### src/rtl/qssm_pkg.sv
// Shared types and constants of the quad-SPI serial SRAM master.
`default_nettype none

package qssm_pkg;

   // Request operation codes.
   typedef enum logic [2:0] {
      OP_QUAD_EN     = 3'd0,
      OP_RESET_SPI   = 3'd1,
      OP_WRITE_START = 3'd2,
      OP_READ_START  = 3'd3,
      OP_DATA        = 3'd4,
      OP_END         = 3'd5
   } op_type;

   // Kinds of pin sequences that the front hands to the back.
   typedef enum logic [2:0] {
      KIND_QUAD_EN   = 3'd0,
      KIND_RESET_SPI = 3'd1,
      KIND_START     = 3'd2,
      KIND_WR_DATA   = 3'd3,
      KIND_RD_DATA   = 3'd4,
      KIND_END       = 3'd5,
      KIND_ERROR     = 3'd6
   } kind_type;

   // Result status codes.
   localparam logic [1:0] STATUS_OK   = 2'd0;
   localparam logic [1:0] STATUS_SEQ  = 2'd1;
   localparam logic [1:0] STATUS_MODE = 2'd2;

   // Open transfer codes.
   localparam logic [1:0] OPEN_NONE  = 2'd0;
   localparam logic [1:0] OPEN_WRITE = 2'd1;
   localparam logic [1:0] OPEN_READ  = 2'd2;

   // Command values and fixed pin levels.
   localparam logic [7:0] QUAD_EN_CMD   = 8'h38;
   localparam logic [3:0] WRITE_CMD     = 4'h2;
   localparam logic [3:0] READ_CMD      = 4'h3;
   localparam logic [3:0] QUAD_IDLE     = 4'hF;
   localparam logic [3:0] SERIAL_IDLE   = 4'h1;
   localparam logic [3:0] DUMMY_RESET   = 4'd2;
   localparam logic [3:0] DUMMY_MAX     = 4'd8;
   localparam int         MAX_EVENTS    = 15;

   // Last beat index of the fixed-length sequences.
   localparam logic [3:0] QUAD_EN_LAST   = 4'd9;
   localparam logic [3:0] RESET_SPI_LAST = 4'd3;

   // Defaults of the top-level parameters.
   localparam int DEF_ADDR_BITS   = 16;
   localparam int DEF_QUEUE_DEPTH = 2;

   // One classified request as it waits between front and back.
   typedef struct packed {
      kind_type    kind;
      logic [3:0]  cmd;
      logic [15:0] address;
      logic [7:0]  data_byte;
      logic [7:0]  read_byte;
      logic [3:0]  dummies;
      logic        cs_n;
      logic [1:0]  status;
   } desc_type;

   // Handshake between the descriptor queue and its users.
   typedef struct packed {
      logic full;
      logic empty;
   } queue_stat_type;

endpackage

`default_nettype wire

### src/rtl/qssm_front.sv
// Front end: checks each request against the protocol state and classifies it.
`default_nettype none

module qssm_front #(
   parameter int ADDR_BITS = 16
) (
   input  wire logic                clock,
   input  wire logic                reset,
   input  wire logic                push,
   input  wire logic [2:0]          req_op,
   input  wire logic [15:0]         req_address,
   input  wire logic [7:0]          req_data_byte,
   input  wire logic [3:0]          req_pin_high_nibble,
   input  wire logic [3:0]          req_pin_low_nibble,
   input  wire logic                csr_write,
   input  wire logic [3:0]          csr_dummy_beats,
   input  wire qssm_pkg::queue_stat_type q_stat,
   output logic                     q_write,
   output qssm_pkg::desc_type       q_wr_data
);
   import qssm_pkg::*;

   localparam int         ADDR_NIBBLES = (ADDR_BITS + 3) / 4;
   localparam logic [3:0] DUMMY_CAP    = 4'(MAX_EVENTS - 3 - ADDR_NIBBLES);

   logic       quad_ff, quad_in;
   logic [1:0] open_ff, open_in;
   logic [3:0] dummy_ff;
   logic [3:0] dummy_sat;
   logic [3:0] dummy_cnt;
   logic       accept;

   assign accept  = push && !q_stat.full;
   assign q_write = accept;

   // Dummy beats saturate at eight and at what fits in one item.
   always_comb begin
      dummy_sat = (dummy_ff > DUMMY_MAX) ? DUMMY_MAX : dummy_ff;
      dummy_cnt = (dummy_sat > DUMMY_CAP) ? DUMMY_CAP : dummy_sat;
   end

   // Classify the request and work out the next protocol state.
   always_comb begin
      quad_in             = quad_ff;
      open_in             = open_ff;
      q_wr_data.kind      = KIND_ERROR;
      q_wr_data.cmd       = WRITE_CMD;
      q_wr_data.address   = req_address;
      q_wr_data.data_byte = req_data_byte;
      q_wr_data.read_byte = {req_pin_high_nibble, req_pin_low_nibble};
      q_wr_data.dummies   = '0;
      q_wr_data.cs_n      = (open_ff == OPEN_NONE);
      q_wr_data.status    = STATUS_SEQ;
      case (req_op)
         OP_QUAD_EN: begin
            if (open_ff == OPEN_NONE && !quad_ff) begin
               q_wr_data.kind   = KIND_QUAD_EN;
               q_wr_data.status = STATUS_OK;
               quad_in          = 1'b1;
            end
         end
         OP_RESET_SPI: begin
            if (open_ff == OPEN_NONE) begin
               q_wr_data.kind   = KIND_RESET_SPI;
               q_wr_data.status = STATUS_OK;
               quad_in          = 1'b0;
            end
         end
         OP_WRITE_START, OP_READ_START: begin
            if (open_ff != OPEN_NONE) begin
               q_wr_data.status = STATUS_SEQ;
            end else if (!quad_ff) begin
               q_wr_data.status = STATUS_MODE;
            end else begin
               q_wr_data.kind   = KIND_START;
               q_wr_data.status = STATUS_OK;
               if (req_op == OP_WRITE_START) begin
                  q_wr_data.cmd = WRITE_CMD;
                  open_in       = OPEN_WRITE;
               end else begin
                  q_wr_data.cmd     = READ_CMD;
                  q_wr_data.dummies = dummy_cnt;
                  open_in           = OPEN_READ;
               end
            end
         end
         OP_DATA: begin
            if (open_ff == OPEN_WRITE) begin
               q_wr_data.kind   = KIND_WR_DATA;
               q_wr_data.status = STATUS_OK;
            end else if (open_ff == OPEN_READ) begin
               q_wr_data.kind   = KIND_RD_DATA;
               q_wr_data.status = STATUS_OK;
            end
         end
         OP_END: begin
            if (open_ff != OPEN_NONE) begin
               q_wr_data.kind   = KIND_END;
               q_wr_data.status = STATUS_OK;
               open_in          = OPEN_NONE;
            end
         end
         default: begin
            q_wr_data.status = STATUS_SEQ;
         end
      endcase
   end

   // Protocol state and the dummy-beat register.
   always_ff @(posedge clock) begin
      if (reset) begin
         quad_ff  <= 1'b0;
         open_ff  <= OPEN_NONE;
         dummy_ff <= DUMMY_RESET;
      end else begin
         if (accept) begin
            quad_ff <= quad_in;
            open_ff <= open_in;
         end
         if (csr_write) begin
            dummy_ff <= csr_dummy_beats;
         end
      end
   end

endmodule

`default_nettype wire

### src/rtl/qssm_queue.sv
// Short descriptor queue between the front end and the pin sequencer.
`default_nettype none

module qssm_queue #(
   parameter int DEPTH = 2
) (
   input  wire logic                clock,
   input  wire logic                reset,
   input  wire logic                wr_en,
   input  wire qssm_pkg::desc_type  wr_data,
   input  wire logic                rd_en,
   output qssm_pkg::desc_type       rd_data,
   output qssm_pkg::queue_stat_type stat
);
   import qssm_pkg::*;

   localparam int                 PTR_W    = (DEPTH > 1) ? $clog2(DEPTH) : 1;
   localparam int                 CNT_W    = $clog2(DEPTH + 1);
   localparam logic [PTR_W-1:0]   PTR_LAST = PTR_W'(DEPTH - 1);
   localparam logic [CNT_W-1:0]   CNT_FULL = CNT_W'(DEPTH);

   desc_type         entry_ff [DEPTH];
   logic [PTR_W-1:0] wr_ptr_ff, wr_ptr_in;
   logic [PTR_W-1:0] rd_ptr_ff, rd_ptr_in;
   logic [CNT_W-1:0] count_ff, count_in;

   assign stat.full  = (count_ff == CNT_FULL);
   assign stat.empty = (count_ff == '0);
   assign rd_data    = entry_ff[rd_ptr_ff];

   // Pointer and fill-count updates.
   always_comb begin
      wr_ptr_in = wr_ptr_ff;
      rd_ptr_in = rd_ptr_ff;
      count_in  = count_ff;
      if (wr_en) begin
         wr_ptr_in = (wr_ptr_ff == PTR_LAST) ? '0 : wr_ptr_ff + 1'b1;
      end
      if (rd_en) begin
         rd_ptr_in = (rd_ptr_ff == PTR_LAST) ? '0 : rd_ptr_ff + 1'b1;
      end
      if (wr_en && !rd_en) begin
         count_in = count_ff + 1'b1;
      end else if (rd_en && !wr_en) begin
         count_in = count_ff - 1'b1;
      end
   end

   always_ff @(posedge clock) begin
      if (reset) begin
         wr_ptr_ff <= '0;
         rd_ptr_ff <= '0;
         count_ff  <= '0;
      end else begin
         wr_ptr_ff <= wr_ptr_in;
         rd_ptr_ff <= rd_ptr_in;
         count_ff  <= count_in;
      end
   end

   // Entry storage needs no reset.
   always_ff @(posedge clock) begin
      if (wr_en) begin
         entry_ff[wr_ptr_ff] <= wr_data;
      end
   end

`ifndef ASSERT_OFF
   a_count_bound: assert property (@(posedge clock) disable iff (reset)
      count_ff <= CNT_FULL)
      else $error("queue fill count beyond depth");
   a_no_overflow: assert property (@(posedge clock) disable iff (reset)
      wr_en |-> !stat.full || rd_en)
      else $error("queue written while full");
   a_no_underflow: assert property (@(posedge clock) disable iff (reset)
      rd_en |-> !stat.empty)
      else $error("queue read while empty");
`endif

endmodule

`default_nettype wire

### src/rtl/qssm_back.sv
// Pin sequencer: expands each descriptor into pin events, one per cycle unless pop stalls.
`default_nettype none

module qssm_back #(
   parameter int ADDR_BITS = 16
) (
   input  wire logic                clock,
   input  wire logic                reset,
   input  wire qssm_pkg::queue_stat_type q_stat,
   input  wire qssm_pkg::desc_type  q_rd_data,
   output logic                     q_read,
   input  wire logic                pop,
   output logic                     empty,
   output logic                     rsp_chip_select_n,
   output logic                     rsp_clock_pulse,
   output logic [3:0]               rsp_sio_value,
   output logic                     rsp_sio_drive,
   output logic [7:0]               rsp_read_byte,
   output logic                     rsp_byte_valid,
   output logic [1:0]               rsp_status,
   output logic                     rsp_last
);
   import qssm_pkg::*;

   localparam int         ADDR_NIBBLES = (ADDR_BITS + 3) / 4;
   localparam int         ADDR_W       = ADDR_NIBBLES * 4;
   localparam logic [3:0] ADDR_FIRST   = 4'd3;
   localparam logic [3:0] ADDR_LAST    = 4'(2 + ADDR_NIBBLES);

   typedef enum logic [7:0] {
      S_IDLE   = 8'b0000_0001,
      S_QUAD   = 8'b0000_0010,
      S_RESET  = 8'b0000_0100,
      S_START  = 8'b0000_1000,
      S_WDATA  = 8'b0001_0000,
      S_RDATA  = 8'b0010_0000,
      S_END    = 8'b0100_0000,
      S_ERROR  = 8'b1000_0000
   } state_type;

   state_type         state_ff, state_in;
   logic [3:0]        idx_ff, idx_in;
   logic [3:0]        last_idx_ff, last_idx_in;
   logic [ADDR_W-1:0] addr_ff, addr_in;
   logic [3:0]        cmd_ff;
   logic [7:0]        data_ff;
   logic [7:0]        rbyte_ff;
   logic              cs_ff;
   logic [1:0]        status_ff;

   logic              out_valid_ff, out_valid_in;
   logic              out_cs_ff, out_clk_ff, out_drv_ff, out_bv_ff, out_last_ff;
   logic [3:0]        out_val_ff;
   logic [7:0]        out_rb_ff;
   logic [1:0]        out_st_ff;

   logic              ev_cs, ev_clk, ev_drv, ev_bv;
   logic [3:0]        ev_val;
   logic [7:0]        ev_rb;
   logic [1:0]        ev_st;
   logic [2:0]        qe_bit;
   logic              can_emit, emit, is_last, load;
   state_type         load_state;
   logic [3:0]        load_last;

   assign can_emit = !out_valid_ff || pop;
   assign emit     = (state_ff != S_IDLE) && can_emit;
   assign is_last  = (idx_ff == last_idx_ff);
   assign load     = !q_stat.empty && ((state_ff == S_IDLE) || (emit && is_last));
   assign q_read   = load;
   assign qe_bit   = 3'(4'd8 - idx_ff);

   // Sequence kind and length of the waiting descriptor.
   always_comb begin
      load_state = S_ERROR;
      load_last  = 4'd0;
      case (q_rd_data.kind)
         KIND_QUAD_EN: begin
            load_state = S_QUAD;
            load_last  = QUAD_EN_LAST;
         end
         KIND_RESET_SPI: begin
            load_state = S_RESET;
            load_last  = RESET_SPI_LAST;
         end
         KIND_START: begin
            load_state = S_START;
            load_last  = ADDR_LAST + q_rd_data.dummies;
         end
         KIND_WR_DATA: begin
            load_state = S_WDATA;
            load_last  = 4'd1;
         end
         KIND_RD_DATA: begin
            load_state = S_RDATA;
            load_last  = 4'd1;
         end
         KIND_END: begin
            load_state = S_END;
         end
         default: begin
            load_state = S_ERROR;
         end
      endcase
   end

   // Pin event for the current beat.
   always_comb begin
      ev_cs  = 1'b0;
      ev_clk = 1'b0;
      ev_val = 4'd0;
      ev_drv = 1'b0;
      ev_rb  = 8'd0;
      ev_bv  = 1'b0;
      ev_st  = STATUS_OK;
      case (state_ff)
         S_QUAD: begin
            ev_drv = 1'b1;
            if (idx_ff == 4'd0) begin
               ev_val = SERIAL_IDLE;
            end else if (idx_ff == QUAD_EN_LAST) begin
               ev_cs  = 1'b1;
               ev_val = SERIAL_IDLE;
            end else begin
               ev_clk = 1'b1;
               ev_val = {3'b000, QUAD_EN_CMD[qe_bit]};
            end
         end
         S_RESET: begin
            ev_drv = 1'b1;
            ev_val = QUAD_IDLE;
            if (idx_ff == RESET_SPI_LAST) begin
               ev_cs = 1'b1;
            end else if (idx_ff != 4'd0) begin
               ev_clk = 1'b1;
            end
         end
         S_START: begin
            if (idx_ff == 4'd0) begin
               ev_val = QUAD_IDLE;
               ev_drv = 1'b1;
            end else if (idx_ff == 4'd1) begin
               ev_clk = 1'b1;
               ev_drv = 1'b1;
            end else if (idx_ff == 4'd2) begin
               ev_clk = 1'b1;
               ev_val = cmd_ff;
               ev_drv = 1'b1;
            end else if (idx_ff <= ADDR_LAST) begin
               ev_clk = 1'b1;
               ev_val = addr_ff[ADDR_W-1 -: 4];
               ev_drv = 1'b1;
            end else begin
               ev_clk = 1'b1;
            end
         end
         S_WDATA: begin
            ev_clk = 1'b1;
            ev_drv = 1'b1;
            ev_val = (idx_ff == 4'd0) ? data_ff[7:4] : data_ff[3:0];
         end
         S_RDATA: begin
            ev_clk = 1'b1;
            if (idx_ff == 4'd1) begin
               ev_rb = rbyte_ff;
               ev_bv = 1'b1;
            end
         end
         S_END: begin
            ev_cs  = 1'b1;
            ev_val = QUAD_IDLE;
            ev_drv = 1'b1;
         end
         S_ERROR: begin
            ev_cs = cs_ff;
            ev_st = status_ff;
         end
         default: begin
            ev_cs = 1'b0;
         end
      endcase
   end

   // Sequencer state: beat counter, address shifter and next descriptor.
   always_comb begin
      state_in     = state_ff;
      idx_in       = idx_ff;
      last_idx_in  = last_idx_ff;
      addr_in      = addr_ff;
      out_valid_in = out_valid_ff;
      if (pop) begin
         out_valid_in = 1'b0;
      end
      if (emit) begin
         out_valid_in = 1'b1;
         idx_in       = idx_ff + 1'b1;
         if (state_ff == S_START && idx_ff >= ADDR_FIRST && idx_ff <= ADDR_LAST) begin
            addr_in = addr_ff << 4;
         end
         if (is_last) begin
            state_in = S_IDLE;
         end
      end
      if (load) begin
         state_in    = load_state;
         idx_in      = 4'd0;
         last_idx_in = load_last;
         addr_in     = ADDR_W'(q_rd_data.address);
      end
   end

   always_ff @(posedge clock) begin
      if (reset) begin
         state_ff     <= S_IDLE;
         idx_ff       <= 4'd0;
         last_idx_ff  <= 4'd0;
         out_valid_ff <= 1'b0;
      end else begin
         state_ff     <= state_in;
         idx_ff       <= idx_in;
         last_idx_ff  <= last_idx_in;
         out_valid_ff <= out_valid_in;
      end
   end

   // Descriptor payload and the result register carry no reset.
   always_ff @(posedge clock) begin
      addr_ff <= addr_in;
      if (load) begin
         cmd_ff    <= q_rd_data.cmd;
         data_ff   <= q_rd_data.data_byte;
         rbyte_ff  <= q_rd_data.read_byte;
         cs_ff     <= q_rd_data.cs_n;
         status_ff <= q_rd_data.status;
      end
      if (emit) begin
         out_cs_ff   <= ev_cs;
         out_clk_ff  <= ev_clk;
         out_val_ff  <= ev_val;
         out_drv_ff  <= ev_drv;
         out_rb_ff   <= ev_rb;
         out_bv_ff   <= ev_bv;
         out_st_ff   <= ev_st;
         out_last_ff <= is_last;
      end
   end

   assign empty             = !out_valid_ff;
   assign rsp_chip_select_n = out_cs_ff;
   assign rsp_clock_pulse   = out_clk_ff;
   assign rsp_sio_value     = out_val_ff;
   assign rsp_sio_drive     = out_drv_ff;
   assign rsp_read_byte     = out_rb_ff;
   assign rsp_byte_valid    = out_bv_ff;
   assign rsp_status        = out_st_ff;
   assign rsp_last          = out_last_ff;

`ifndef ASSERT_OFF
   a_idx_in_range: assert property (@(posedge clock) disable iff (reset)
      state_ff != S_IDLE |-> idx_ff <= last_idx_ff)
      else $error("beat counter ran past the end of the sequence");
   a_error_single: assert property (@(posedge clock) disable iff (reset)
      out_valid_ff && rsp_status != STATUS_OK |-> rsp_last && !rsp_clock_pulse)
      else $error("error event is not a single closing event");
   a_read_sample: assert property (@(posedge clock) disable iff (reset)
      out_valid_ff && rsp_byte_valid |-> rsp_clock_pulse && !rsp_sio_drive && rsp_last)
      else $error("read byte returned on a driven or non-final beat");
   a_load_when_free: assert property (@(posedge clock) disable iff (reset)
      q_read |-> state_ff == S_IDLE || (emit && is_last))
      else $error("descriptor taken while a sequence is still running");
`endif

endmodule

`default_nettype wire

### src/rtl/quad_spi_sram_master.sv
// A request passes the descriptor queue and sequencer state; its pin events leave registered.
// Throughput: one pin event per cycle while pop frees the result register; 1 to 15 per item.
// The pin sequencer sets the pace; a short descriptor queue lets requests enter meanwhile.
// Reset (synchronous, active high): serial mode, no transfer open, dummy_beats 2, queue empty.
`default_nettype none

module quad_spi_sram_master #(
   parameter int ADDR_BITS   = qssm_pkg::DEF_ADDR_BITS,
   parameter int QUEUE_DEPTH = qssm_pkg::DEF_QUEUE_DEPTH
) (
   input  wire logic        clock,
   input  wire logic        reset,
   input  wire logic        push,
   output logic             full,
   input  wire logic [2:0]  req_op,
   input  wire logic [15:0] req_address,
   input  wire logic [7:0]  req_data_byte,
   input  wire logic [3:0]  req_pin_high_nibble,
   input  wire logic [3:0]  req_pin_low_nibble,
   output logic             empty,
   input  wire logic        pop,
   output logic             rsp_chip_select_n,
   output logic             rsp_clock_pulse,
   output logic [3:0]       rsp_sio_value,
   output logic             rsp_sio_drive,
   output logic [7:0]       rsp_read_byte,
   output logic             rsp_byte_valid,
   output logic [1:0]       rsp_status,
   output logic             rsp_last,
   input  wire logic        csr_write,
   input  wire logic [3:0]  csr_dummy_beats
);
   import qssm_pkg::*;

   queue_stat_type q_stat;
   desc_type       q_wr_data;
   desc_type       q_rd_data;
   logic           q_write;
   logic           q_read;

   assign full = q_stat.full;

   // Request checking and classification.
   qssm_front #(
      .ADDR_BITS (ADDR_BITS)
   ) u_front (
      .clock               (clock),
      .reset               (reset),
      .push                (push),
      .req_op              (req_op),
      .req_address         (req_address),
      .req_data_byte       (req_data_byte),
      .req_pin_high_nibble (req_pin_high_nibble),
      .req_pin_low_nibble  (req_pin_low_nibble),
      .csr_write           (csr_write),
      .csr_dummy_beats     (csr_dummy_beats),
      .q_stat              (q_stat),
      .q_write             (q_write),
      .q_wr_data           (q_wr_data)
   );

   // Descriptors waiting for the sequencer.
   qssm_queue #(
      .DEPTH (QUEUE_DEPTH)
   ) u_queue (
      .clock   (clock),
      .reset   (reset),
      .wr_en   (q_write),
      .wr_data (q_wr_data),
      .rd_en   (q_read),
      .rd_data (q_rd_data),
      .stat    (q_stat)
   );

   // Pin event generation and result register.
   qssm_back #(
      .ADDR_BITS (ADDR_BITS)
   ) u_back (
      .clock             (clock),
      .reset             (reset),
      .q_stat            (q_stat),
      .q_rd_data         (q_rd_data),
      .q_read            (q_read),
      .pop               (pop),
      .empty             (empty),
      .rsp_chip_select_n (rsp_chip_select_n),
      .rsp_clock_pulse   (rsp_clock_pulse),
      .rsp_sio_value     (rsp_sio_value),
      .rsp_sio_drive     (rsp_sio_drive),
      .rsp_read_byte     (rsp_read_byte),
      .rsp_byte_valid    (rsp_byte_valid),
      .rsp_status        (rsp_status),
      .rsp_last          (rsp_last)
   );

endmodule

`default_nettype wire

### config.mk
export PLATFORM = sky130hd
export DESIGN_NAME = quad_spi_sram_master
export DESIGN_NICKNAME = d
export VERILOG_FILES = /design/src/rtl/qssm_pkg.sv /design/src/rtl/qssm_front.sv /design/src/rtl/qssm_queue.sv /design/src/rtl/qssm_back.sv /design/src/rtl/quad_spi_sram_master.sv
export SDC_FILE = /design/constraint.sdc
export NUM_CORES = 1
export LEC_CHECK = 0
export BUFFER_PORTS_ARGS = -buffer_cell sky130_fd_sc_hd__buf_2
export CAP_MARGIN = 20
export CORE_ASPECT_RATIO = 0.5
export CORE_UTILIZATION = 59
export CTS_CLUSTER_DIAMETER = 200
export DETAILED_ROUTE_END_ITERATION = 12
export PLACE_DENSITY = 0.76
export SLEW_MARGIN = 25
export SYNTH_ARGS = -nofsm -noshare
export SYNTH_HDL_FRONTEND = slang
export SYNTH_SLANG_ARGS = --single-unit
### constraint.sdc
create_clock -name clock -period 4.2 [get_ports clock]
set_input_delay 0.21 -clock clock [delete_from_list [all_inputs] [get_ports clock]]
set_output_delay 0.21 -clock clock [all_outputs]
set_load 0.005 [all_outputs]
==> results.cfg, run 1 <==
[sta]
fmax_mhz = 330
slew_headroom_pct = 35.7
fin_crit_ns = 3.03
grt_setup_unrepaired = no
setup_viol = 0
fin_crit_sh_pct = 72.1
drv_slew = 0
fin_skew_ns = 0.00742
tns_ns = 0
hold_violations = 0
max_slew.worst_pin.slew_ns = 0.963

[global_route]
grt-ovfl-total = 0
antenna_found_initial = 0
first_global_vias = 4077
grt.total_usage_pct = 22.1
grt_max_degree = 44
grt_pass1_wl_mm = 20.2

[final_layout]
syn_to_final_growth_pct = 19.9
final_area_sq_um = 8450
antenna_cells = 0
num-nets-final = 628
final_layout_size_suffix_gt1_share_pct = 27.8

[pwr]
p_total_mw = 5.69
ir_worst_vdd_mv = 0.334
p_leak_nw = 3.14
power.density_nw_per_um2 = 673

[logic_synthesis]
syn_inst = 471
synthSimpleGateAreaFrac_pct = 9.03
synthArstFlopShare_pct = 0
synth.yosys.seq_area_share_pct = 68.3
synth-xor-area-share_pct = 1.37
yosys_warnings = 0
netlist_area_sq_um = 7050
synth_fp_nets = 525
synth-adder-area-share_pct = 1.77
netlist_top_cells_area = edfxtp_1 (60%), dfxtp_1 (8.2%), mux2_2 (7.8%)
synth_compound_area_share_pct = 5.87
yosysMostFrequentCell = edfxtp_1
synthTopCellsByCount = edfxtp_1 (141), mux2_2 (49), dfxtp_1 (29)
synthMuxAreaShare_pct = 11.4
synth_seq_cells = 170
yosys.cell_types.count = 59
synth_area_per_cell_sq_um = 15.0
yosysTopAreaCell = edfxtp_1
synth_flop_cell = edfxtp_1
synth_edf_count = 141
synth_top_area_share_pct = 60.1
synth_top_family_by_area = multiplexers

[placed_design]
place_area_sq_um = 7530
place.gp.congestion = 0.818
hpwl_mm = 8.03
portBuffers = 64

[route]
via_count = 4123
viasPerCell = 5.53
drc = 0
firstDrtPassIters = 4
wirelength_mm = 12.4
first_iter_violations = 268
drtAntennaViolNets = 0
avgRoutedWirePerCell_um = 16.6

[clocking]
h-tree-depth = 4
cts_buffer_depth = 2
post-cts-setup-buffers = 0
clkSlewWorstSetupHoldPaths_ns = 0.06
cts_buffers = 17
clock_sinks = 170
insertion_delay_ns = 0.42
cts_root_buffer = clkbuf_16
cts_tree = built

[critical_path]
crit_path_top_delay_cell = or4b_2
crit_type = flop to flop
arrival_ns = 3.38
start_kind = flop
path_buf_inv = 1
path_delay_family = simple AND/OR/NAND/NOR gates
crit_chain = or4b_2 -> nor2_1 -> o221a_2 -> inv_2 -> ha_1 -> or3_1 -> a21oi_1
end_kind = flop
worstPathMaxFanout = 22
required_ns = 4.55
regToRegSetupSlack_ns = 1.17
critPathMaxStageDelay_ns = 0.73

[die]
fp.dieArea_sq_um = 12400
start_util_pct = 62.3
die_x_um = 157
row_count = 27
coreArea_sq_um = 11300
ios = 65
die_h_um = 79.3

[hold_path]
hold_path_class = primary input to flop

[run_status]
status = finished, final reports clean

[run]
drv_cap = 0
[layout by cell type (no fill, tap or decap), types with 3 or more instances in the layout]
cell           instances
nor3_1                 8
and3_1                 4
edfxtp_1             141
nor2_1                25
dlygate4sd3_1         33
clkbuf_16             17
and2_1                11
a21oi_1               13
mux2i_1               25
or2_2                  3
buf_2                 64
or4_1                  5
xor2_1                 8
a32o_1                 5
dfxtp_1               28
a211oi_1               3
inv_6                  4
nor2b_1                7
ha_1                  10
o21bai_1               3
a31oi_1                3
or3_1                  3
o211ai_1               3
xnor2_1                3
mux2_2                49
buf_4                  6
clkinvlp_4             6
nand3_1                5
nand2_1                8
nand2b_1              14
o21ai_0                9
inv_1                 16
[logic make-up after synthesis]
group	count (synthesis)
xor+xnor	11
flops	170
compound gates	59
mux	74
simple gates	111
buf+inv	36
fa+ha+maj	10
[layout make-up]
| type | instances | area [sq um] |
|---|---|---|
| Clock buffer | 17 | 425 |
| Clock inverter | 15 | 164 |
| Fill cell | 724 | 2870 |
| Inverter | 17 | 63.8 |
| Multi-Input combinational cell | 265 | 2090 |
| Sequential cell | 170 | 4820 |
| Tap cell | 159 | 199 |
| Timing Repair Buffer | 103 | 696 |
[path summary, 6_finish.rpt]
check / startpoint / end / cells past startpoint
max: u_back.state_ff[1]$_SDFFE_PP0P_ / u_queue.count_ff[1]$_SDFFE_PP0P_ / 7
min: csr_dummy_beats[2] / u_front.dummy_ff[2]$_SDFFE_PP0P_ / 3
max reg2reg: u_back.state_ff[1]$_SDFFE_PP0P_ / u_queue.count_ff[1]$_SDFFE_PP0P_ / 7
min reg2reg: u_back.state_ff[0]$_SDFFE_PP1P_ / u_back.state_ff[0]$_SDFFE_PP1P_ / 2
[repair_timing]
action	CTS	global route
resized for setup	0	0
hold buffers	33	0
hold endpoints to repair	65	0
[layer usage]
metal | up-vias | global-route usage (%) | wire length (um)
met5 | - | 0 | 0
met4 | 0 | 6.76 | 92
met3 | 11 | 5.73 | 620
met2 | 126 | 34.4 | 5510
met1 | 1989 | 30.7 | 6190
li1 | 1997 | - | -
[metrics by stage]
step           std cells  setup slack, ns  util (%)  hold WS (ns)
2_1_floorplan        471             1.28         -         0.309
3_3_place_gp         681             1.24      66.5         0.397
3_5_place_dp         681             1.17      66.5         0.401
4_1_cts              746             1.16      74.7        0.0142
5_1_grt              746            0.933      74.7        0.0353
6_report             746             1.17      74.7        0.0247
[where the power goes]
part	switching, mW	internal [mW]
clock network	0.653	0.885
registers	0.202	2.46
logic	0.842	0.642
total	1.70	3.99
[tightest hold or removal path: stages]
cell and delay, ns:
buf_2 0.07, mux2i_1 0.05, nor2_1 0.07
[flip-flops by register name (all words and copies together), names as in the netlist, 2 cells and up, named ones only]
register	count
u_back.data_ff	8
u_queue.count_ff	2
u_back.rsp_sio_value	4
u_back.rsp_status	2
u_back.idx_ff	4
u_front.dummy_ff	4
u_back.rbyte_ff	8
u_front.open_ff	2
u_back.addr_ff	16
u_back.status_ff	2
u_back.last_idx_ff	4
u_queue.entry_ff	86
u_back.rsp_read_byte	8
u_back.state_ff	8
(Power assumes the default switching activity.)
==> run 2: changes to the inputs <==
--- a/config.mk
+++ b/config.mk
@@ -8,10 +8,10 @@
 export BUFFER_PORTS_ARGS = -buffer_cell sky130_fd_sc_hd__buf_2
 export CAP_MARGIN = 20
 export CORE_ASPECT_RATIO = 0.5
-export CORE_UTILIZATION = 59
+export CORE_UTILIZATION = 53
 export CTS_CLUSTER_DIAMETER = 200
 export DETAILED_ROUTE_END_ITERATION = 12
-export PLACE_DENSITY = 0.76
+export PLACE_DENSITY = 0.72
 export SLEW_MARGIN = 25
 export SYNTH_ARGS = -nofsm -noshare
 export SYNTH_HDL_FRONTEND = slang
==> constraint.sdc (replaced) <==
create_clock -name clock -period 2.45 [get_ports clock]
set_input_delay 0.1225 -clock clock [delete_from_list [all_inputs] [get_ports clock]]
set_output_delay 0.1225 -clock clock [all_outputs]
set_load 0.005 [all_outputs]
==> run 2 against run 1 <==
  * Clock power grew 82%
  * Non-clock buffer count grew 18
  * Register-to-register slack worse by 1.0 ns
  * Largest cell class unchanged
  * Largest power group unchanged
==> results.cfg, run 2 (synthesis gave the netlist of run 1 again) <==
[clocking]
cts_tree = built
post-cts-setup-buffers = 0
insertion_delay_ns = 0.42
h-tree-depth = 4
cts_root_buffer = clkbuf_16
cts_buffers = 17
clock_sinks = 170
cts_buffer_depth = 2
clkSlewWorstSetupHoldPaths_ns = 0.06

[route]
drtAntennaViolNets = 0
avgRoutedWirePerCell_um = 16.6
viasPerCell = 5.40
firstDrtPassIters = 6
drc = 0
first_iter_violations = 249
wirelength_mm = 12.9
via_count = 4185

[final_layout]
final_cell_mix = edfxtp_1 (141), buf_2 (64), mux2_2 (49)
largest_reg_flops = 86
final_layout_size_suffix_gt1_share_pct = 30.1
top_register = u_queue.entry_ff
antenna_cells = 0
num-nets-final = 646
reg_top3 = u_queue.entry_ff: 86 flops, u_back.addr_ff: 16 flops
final_area_sq_um = 8730
final_common_cell = edfxtp_1
utilization_pct = 68.1
syn_to_final_growth_pct = 23.8

[die]
ios = 65
die_x_um = 165
row_count = 29
die_h_um = 83.6
start_util_pct = 55.0
coreArea_sq_um = 12800
fp.dieArea_sq_um = 13800

[critical_path]
crit_path_top_delay_cell = or4_1
critical_path_depth = 9
arrival_ns = 2.62
start_kind = flop
path_delay_family = simple AND/OR/NAND/NOR gates
crit_path_end = u_queue.count_ff[1]$_SDFFE_PP0P_
r2r_cells = 9
path_buf_inv = 2
required_ns = 2.80
worstPathMaxFanout = 6
crit_type = flop to flop
regToRegStartpoint = u_back.state_ff[7]$_SDFFE_PP0P_
critPathMaxStageDelay_ns = 0.54
crit_chain = or4_1 -> buf_4 -> o21bai_1 -> o221a_2 -> inv_2 -> ha_4 -> xor2_1 -> or3_1 -> a21oi_1
reg2reg_to = u_queue.count_ff[1]$_SDFFE_PP0P_
end_kind = flop
regToRegSetupSlack_ns = 0.18
critPathLaunch = u_back.state_ff[7]$_SDFFE_PP0P_

[placed_design]
pre_cts_slack_ns = 0.183
place.gp.congestion = 0.783
place_area_sq_um = 7730
portBuffers = 64
hpwl_mm = 8.24

[pwr]
ir_worst_vdd_mv = 0.558
p_leak_nw = 3.28
power.density_nw_per_um2 = 1170

[sta]
fin_crit_ns = 2.27
tns_ns = 0
slew_headroom_pct = 62.5
grt_setup_unrepaired = no
max_slew.worst_pin.slew_ns = 0.563
hold_violations = 0
fin_skew_ns = 0.00844
layout_setup_ws_ns = 0.176
setup_viol = 0
fmax_mhz = 440
fin_crit_sh_pct = 92.8
drv_slew = 0

[run_status]
status = finished, final reports clean

[run]
drv_cap = 0

[hold_path]
hold_path_class = primary input to flop

[global_route]
grt_pass1_wl_mm = 20.6
first_global_vias = 4082
grt-ovfl-total = 0
antenna_found_initial = 0
grt.total_usage_pct = 20.0
grt_max_degree = 44
## run 2: cell types whose count changed in the layout (fill, tap and decap cells not counted), moves of 2 or more
cell,before,now
clkinvlp_4,6,2
inv_6,4,2
dlygate4sd3_1,33,37
inv_8,1,3
clkinv_4,1,3
buf_12,0,4
buf_4,6,16
## run 2: cell type report
type	instances	area (sq um)
clock buffer	19	443
clock inverter	13	183
fill	891	4080
inverter	17	63.8
multi-input combinational	265	2120
sequential	170	4820
tap	170	213
timing repair buffer	121	891
## run 2: worst register-to-register path, stage by stage (launching register included)
cell	delay, ns
dfxtp_2	0.31
or4_1	0.54
buf_4	0.18
o21bai_1	0.14
o221a_2	0.24
inv_2	0.06
ha_4	0.15
xor2_1	0.13
or3_1	0.30
a21oi_1	0.13
## run 2: repair_timing
item                      4_1_cts  5_1_grt
gates resized for setup         0        0
hold buffers                   37        0
hold endpoints to repair       68        0
## run 2: routing by layer
metal | track usage (%) | part of all wire (%)
met1 | 28.3 | 50
met2 | 29.9 | 43
met3 | 5.56 | 5.4
met4 | 6.26 | 1.0
met5 | 0 | 0
## run 2: per-stage QoR
step                total power, mW  cells  hold WS (ns)
finish                         10.2    775        0.0386
global route                   10.7    775        0.0549
CTS                            10.3    775        0.0213
detailed placement             7.42    706         0.314
global placement               7.33    706         0.309
floorplan                      6.45    471         0.221
## run 2: power by group
group,leakage [nW],internal [mW],switching (mW)
logic,1.42,1.35,1.61
registers,1.56,4.21,0.260
clock network,0.300,1.66,1.14
total,3.28,7.22,3.01
## run 2: how the worst min path moves through the flow
| stage | start | endpoint | slack [ns] | cells after the start |
|---|---|---|---|---|
| 2_1_floorplan | req_pin_low_nibble[3] | u_queue.entry_ff[0][10]$_DFFE_PP_ | 0.22 | 0 |
| 3_3_place_gp | req_address[8] | u_queue.entry_ff[0][31]$_DFFE_PP_ | 0.31 | 1 |
| 3_5_place_dp | req_address[10] | u_queue.entry_ff[1][33]$_DFFE_PP_ | 0.31 | 1 |
| 4_1_cts | csr_write | u_front.dummy_ff[2]$_SDFFE_PP0P_ | 0.02 | 3 |
| 5_1_grt | csr_write | u_front.dummy_ff[2]$_SDFFE_PP0P_ | 0.05 | 3 |
| 6_report | csr_write | u_front.dummy_ff[2]$_SDFFE_PP0P_ | 0.04 | 3 |
